$ cat src/rtl/core/emtt_pkg.sv
// Shared types, constants and helpers for the event merge table.
`default_nettype none
package emtt_pkg;

	localparam int CAPACITY  = 64;
	localparam int SLOT_W    = (CAPACITY > 1) ? $clog2(CAPACITY) : 1;
	localparam int CNT_W     = $clog2(CAPACITY + 1);
	localparam int RING_W    = SLOT_W + 1;
	localparam int TIMEOUT_W = 31;
	localparam logic [TIMEOUT_W-1:0] TIMEOUT_RESET = 31'd10000;
	localparam logic [15:0] COUNT_MAX = 16'hFFFF;

	// input commands
	localparam logic [1:0] CMD_TOF     = 2'd0;
	localparam logic [1:0] CMD_TRACKER = 2'd1;
	localparam logic [1:0] CMD_TICK    = 2'd2;

	// result kinds
	localparam logic KIND_CLOSED  = 1'b0;
	localparam logic KIND_DROPPED = 1'b1;

	typedef struct packed {
		logic [1:0]  cmd;
		logic [31:0] hit_id;
	} in_t;

	typedef struct packed {
		logic        kind;
		logic [31:0] out_event_id;
		logic [15:0] tof_count;
		logic [15:0] tracker_count;
		logic        last;
	} out_t;

	typedef struct packed {
		logic [31:0] id;
		logic [31:0] created;
		logic [15:0] tof;
		logic [15:0] trk;
	} entry_t;

	typedef enum logic [2:0] {
		ST_IDLE,
		ST_HIT_RD,
		ST_HIT_CMP,
		ST_HIT_DROP,
		ST_TICK_RD,
		ST_TICK_CHK,
		ST_TICK_FLUSH
	} state_t;

	// controller to datapath
	typedef struct packed {
		logic latch;
		logic idx_inc;
		logic rd_scan;
		logic rd_oldest;
		logic wr_hit;
		logic wr_new;
		logic emit_drop;
		logic evict;
		logic flush;
	} ctrl_cmd_t;

	// datapath to controller
	typedef struct packed {
		logic scan_end;
		logic match;
		logic full;
		logic open_zero;
		logic too_old;
		logic pend_v;
		logic out_free;
	} dp_status_t;

	// ring slot at an offset from the oldest entry; sum stays below 2*CAPACITY
	function automatic logic [SLOT_W-1:0] ring_slot(input logic [SLOT_W-1:0] base,
	                                                input logic [RING_W-1:0] off);
		logic [RING_W-1:0] s;
		s = {1'b0, base} + off;
		if (s >= RING_W'(CAPACITY))
			s = s - RING_W'(CAPACITY);
		return s[SLOT_W-1:0];
	endfunction

	function automatic logic [15:0] sat_inc(input logic [15:0] v);
		return (v == COUNT_MAX) ? v : v + 16'd1;
	endfunction

endpackage
`default_nettype wire

$ cat src/rtl/core/emtt_ctrl.sv
// Controller state machine for hit lookup and tick eviction.
`default_nettype none
module emtt_ctrl (
	input  wire logic                  clk,
	input  wire logic                  arst_n,
	input  wire logic                  in_valid,
	input  wire logic [1:0]            in_cmd,
	input  wire emtt_pkg::dp_status_t  st,
	output logic                       in_ready,
	output emtt_pkg::ctrl_cmd_t        cmd
);

	emtt_pkg::state_t state_q, state_d;

	// state register
	always_ff @(posedge clk or negedge arst_n) begin
		if (!arst_n)
			state_q <= emtt_pkg::ST_IDLE;
		else
			state_q <= state_d;
	end

	// next state
	always_comb begin
		state_d = state_q;
		unique case (state_q)
			emtt_pkg::ST_IDLE: begin
				if (in_valid) begin
					if (in_cmd == emtt_pkg::CMD_TICK)
						state_d = emtt_pkg::ST_TICK_RD;
					else if (in_cmd == emtt_pkg::CMD_TOF || in_cmd == emtt_pkg::CMD_TRACKER)
						state_d = emtt_pkg::ST_HIT_RD;
				end
			end
			emtt_pkg::ST_HIT_RD: begin
				if (!st.scan_end)
					state_d = emtt_pkg::ST_HIT_CMP;
				else if (st.full)
					state_d = emtt_pkg::ST_HIT_DROP;
				else
					state_d = emtt_pkg::ST_IDLE;
			end
			emtt_pkg::ST_HIT_CMP:
				state_d = st.match ? emtt_pkg::ST_IDLE : emtt_pkg::ST_HIT_RD;
			emtt_pkg::ST_HIT_DROP:
				if (st.out_free) state_d = emtt_pkg::ST_IDLE;
			emtt_pkg::ST_TICK_RD:
				state_d = st.open_zero ? emtt_pkg::ST_TICK_FLUSH : emtt_pkg::ST_TICK_CHK;
			emtt_pkg::ST_TICK_CHK: begin
				if (!st.too_old)
					state_d = emtt_pkg::ST_TICK_FLUSH;
				else if (!st.pend_v || st.out_free)
					state_d = emtt_pkg::ST_TICK_RD;
			end
			emtt_pkg::ST_TICK_FLUSH:
				if (!st.pend_v || st.out_free) state_d = emtt_pkg::ST_IDLE;
			default: state_d = emtt_pkg::ST_IDLE;
		endcase
	end

	// outputs
	always_comb begin
		cmd      = '0;
		in_ready = 1'b0;
		unique case (state_q)
			emtt_pkg::ST_IDLE: begin
				in_ready  = 1'b1;
				cmd.latch = in_valid;
			end
			emtt_pkg::ST_HIT_RD: begin
				cmd.rd_scan = !st.scan_end;
				cmd.wr_new  = st.scan_end && !st.full;
			end
			emtt_pkg::ST_HIT_CMP: begin
				cmd.wr_hit  = st.match;
				cmd.idx_inc = !st.match;
			end
			emtt_pkg::ST_HIT_DROP:
				cmd.emit_drop = st.out_free;
			emtt_pkg::ST_TICK_RD:
				cmd.rd_oldest = !st.open_zero;
			emtt_pkg::ST_TICK_CHK:
				cmd.evict = st.too_old && (!st.pend_v || st.out_free);
			emtt_pkg::ST_TICK_FLUSH:
				cmd.flush = st.pend_v && st.out_free;
			default: cmd = '0;
		endcase
	end

endmodule
`default_nettype wire

$ cat config.mk
export PLATFORM = sky130hd
export DESIGN_NAME = emtt_ctrl
export DESIGN_NICKNAME = d
export VERILOG_FILES = /design/src/rtl/core/emtt_pkg.sv /design/src/rtl/core/emtt_ctrl.sv
export SDC_FILE = /design/constraint.sdc
export NUM_CORES = 1
export LEC_CHECK = 0
export ABC_AREA = 1
export BUFFER_PORTS_ARGS = -buffer_cell sky130_fd_sc_hd__buf_2
export CORE_AREA = 8 8 45 47
export CTS_CLUSTER_SIZE = 20
export DETAILED_ROUTE_END_ITERATION = 10
export DIE_AREA = 0 0 53 55
export PLACE_DENSITY = 0.58
export SKIP_CTS_REPAIR_TIMING = 1
export SLEW_MARGIN = 20
export SYNTH_ARGS = -nofsm -noshare
export SYNTH_HDL_FRONTEND = slang
export SYNTH_SLANG_ARGS = --single-unit
$ cat constraint.sdc
create_clock -name clk -period 1.3 [get_ports clk]
set_input_delay 0 -clock clk [delete_from_list [all_inputs] [get_ports clk]]
set_output_delay 0 -clock clk [all_outputs]
set_load 0.02 [all_outputs]
# Word-level counts from Yosys, hierarchy flattened
# Index checks and enable logic that the tools add are counted.
[op_classes]
eq_ne = 13
mux = 22
reduce_logical = 13
[ops]
columns = ["cell", "n"]
rows = [
  ["3-bit two-way mux", 7],
  ["3-bit one-hot mux with 7 select lines", 1],
  ["1-bit two-way mux", 11],
  ["3-bit == test, second input constant", 3],
  ["3-bit by 2-bit == test with 1-bit output, second input constant", 2],
  ["2-bit two-way mux", 3],
  ["2-bit != test, second input constant", 3],
  ["3-bit != test, second input constant", 2],
  ["1-bit zero test", 5],
  ["5-bit AND reduction", 1],
  ["3-bit by 1-bit == test with 1-bit output, second input constant", 1],
  ["1-bit logical AND", 3],
  ["3-bit zero test", 1],
  ["2-bit by 1-bit == test with 1-bit output, second input constant", 1],
  ["2-bit == test, second input constant", 1],
  ["2-bit zero test", 1],
  ["1-bit logical OR", 2],
]
[word_totals]
register_bits = 3
input_bits = 12
output_inout_bits = 10
wordCells = 49

# Longest topological paths before layout
[logic_depth]
depth_word = 6
mapped_depth = 8
ltp_nobuf = 7

# Worst setup path after synthesis
# OpenSTA, ideal clock, no wires.
[synth_path]
path_kind = "register to output"
from = "register state_q[2]"
to = "output port cmd[4] in the netlist's numbering"
arrival_time_ps = 1193
slack_ps = 107
path_stages_with_launch = 3
n_path_buf = 1
path_cell_list = "dfrtp_1 -> buf_6 -> nor4_1"
[synth_lines]
columns = ["item", "line", "source"]
rows = [
  ["start, declared", "emtt_ctrl.sv:13", "emtt_pkg::state_t state_q, state_d;"],
  ["start signal, assigned", "emtt_ctrl.sv:18", "state_q <= emtt_pkg::ST_IDLE;"],
  ["start signal, assigned", "emtt_ctrl.sv:20", "state_q <= state_d;"],
  ["end, declared", "emtt_ctrl.sv:10", "output emtt_pkg::ctrl_cmd_t cmd"],
]

==> out/metrics.yaml <==
outcome:
  outcome: "completed"
floorplanning:
  initial_utilization_pct: 25.59
  io_pins: 22
  die_area_um2: 2915
  die_h_um: 55
  coreArea_um2: 1384
  rows: 14
  fp.dieW_um: 53
route:
  totalWireLength_mm: 1.170
  wire_per_inst_um: 10.93
  post_drt_via_cell_ratio: 4.542
  drc: 0
  ant_nets: 0
  dr.first_iter.drc_count: 14
  num_vias: 486
  drt_first_pass_iters: 4
placed_design:
  numPortBuffers: 21
  dpl.hpwl_um: 916.9
  gp_congestion: 0.8333
  dp_cells: 102
  placed_area_um2: 467.9
layout:
  drive_gt1_share_pct: 34.07
  final_area_um2: 523.0
  fin_cells: 107
  multi_input_area_um2: 222.7
  area_delta_synth_final_pct: 47.70
  final_core_util_pct: 37.79
  regMostFlops: "state_q"
  layout_commonest_cell: "buf_2"
  largest_reg_flops: 3
  reg.largest.list: "state_q (3)"
  mostFrequentLayoutCells: "18 x buf_2, 14 x nor2_1, 14 x nand2_1"
  seq_area_um2: 78.83
  fillers: 159
  fin_nets: 104
  antennaDiodeCount: 0
yosys:
  yosys.area.top_type: "dfrtp_1"
  ys_warn_count: 0
  ys_ff_latch: 3
  synth.avg_cell_area_um2: 5.365
  syn_area_um2: 354.1
  synth_nets: 78
  ys_types: 16
  netlist.area_leader.share_pct: 21.20
  synthCells: 66
  synth.area.top_cells: "dfrtp_1 21%, nor2_1 16%, nand2_1 15%, inv_1 14%, nand3_1 9.9%"
  yosysSeqAreaShare_pct: 21.20
worst_setup_path:
  critPathMaxFanout: 8
  r2r-end: "state_q[2]"
  arrival_ns: 1.24
  r2r-start: "state_q[0]"
  critPathCaptureType: "output pin"
  cp-start-kind: "flop"
  path_class: "flop to output pin"
  reg2reg_slack_ns: 0.13
  required_ns: 1.30
  r2r_cells: 5
timing:
  fin_crit_sh_pct: 95.18
  final_hold_viol_count: 0
  tightest_slew_ns: 0.2122
  fin_crit_ns: 1.237
  slew_headroom_pct: 85.72
  drv_slew: 0
  max_freq_ghz: 0.8082
  finClkSkew_ns: 0.005431
  setup_viol_count_final: 0
  rsz0062_at_grt: "yes"
power:
  ir_worst_vdd_uv: 763.2
  power.density_nw_per_um2: 1786
  switching_share_pct: 51.57
  fin_total_pwr_mw: 0.9340
  p_seq_share_pct: 24.1
  intPower_mw: 0.4523
  clkPwrFrac_pct: 18.0
  power_frac_comb_pct: 58.0
  switchingPower_mw: 0.4816
  p_leak_nw: 0.3323
global_routing:
  grt_start_max_net_pins: 9
  grt_first_pass_wirelength_mm: 1.863
  grt.total_usage_pct: 8.693
  antenna_found_initial: 0
  grt_overflow: 0
  grt_pass1_vias: 471
clocking:
  cts_tree: "yes"
  clock-sinks: 3
  htree_levels: 1
  clkLatencyLatePin_ns: 0.24
  cts_buffers: 3
  clk_pin_slew_ns: 0.04
  clock_path_buffers: 2
  clock-root-buffer: "clkbuf_4"
job:
  cap_violations: 0
hold_path:
  hold_path.class: "input pin to async pin"
-- cell usage after synthesis, drive strengths merged --
library cell	number
nand3	7
buf	1
dfrtp	3
nor2	16
o21bai	1
inv	14
o22ai	3
nor3	1
a21oi	2
nand4	1
nand2	15
o21ai	1
nor4	1
-- per-stage QoR --
step	hold slack (ns)	setup TNS (ns)	worst slack, ns
after floorplan	-0.2956	0	0.1071
after global placement	-0.2033	0	0.1015
after detailed placement	-0.1973	0	0.08612
after CTS	-0.4549	0	0.002077
after global routing	0.1010	-0.01307	-0.01307
final	0.08902	0	0.06269
-- power groups by stage --
stage	clock [mW]	combinational [mW]	sequential [mW]
after floorplan	0	0.405	0.176
after detailed placement	0	0.512	0.205
after global routing	0.177	0.614	0.230
final	0.168	0.541	0.225
after global placement	0	0.513	0.206
after CTS	0.175	0.516	0.205
-- critical path, cell delays in order (launching register included) --
cell and delay, ns:
dfrtp_2 0.45, inv_2 0.11, nand3_1 0.14, nor2_1 0.14
buf_4 0.16
-- worst max-delay path by stage --
| stage | endpoint | start | cells past startpoint |
|---|---|---|---|
| after global routing | cmd[2] | state_q[2] | 4 |
| after global placement | state_q[0] | state_q[0] | 6 |
| after detailed placement | state_q[2] | state_q[0] | 5 |
| after floorplan | cmd[4] | state_q[2] | 2 |
| after CTS | cmd[6] | state_q[0] | 5 |
| final | cmd[2] | state_q[2] | 4 |
-- area by class of cell --
| class | instances | share of cell area (%) |
|---|---|---|
| multi-input cells | 48 | 42.58 |
| well taps | 16 | 3.828 |
| flip-flops and latches | 3 | 15.07 |
| repair buffers | 22 | 23.45 |
| inverters | 14 | 10.05 |
| clock buffers | 4 | 5.024 |
-- per-layer routing --
metal	global-route usage, %	vias to the layer above	routed length, µm
met2	11.91	20	598
met3	2.941	2	86
met1	9.589	209	476
li1	-	255	-
met5	0	-	0
met4	10.34	0	8
-- cell families after synthesis --
kind of cell / after synthesis / share of synthesized area, %
AO/OA/AOI/OAI: 7 / 11.66
buffers and inverters: 15 / 18.02
flip-flops: 3 / 21.20
AND/OR/NAND/NOR: 41 / 49.12
No activity file was read; power rests on OpenSTA's default activity.
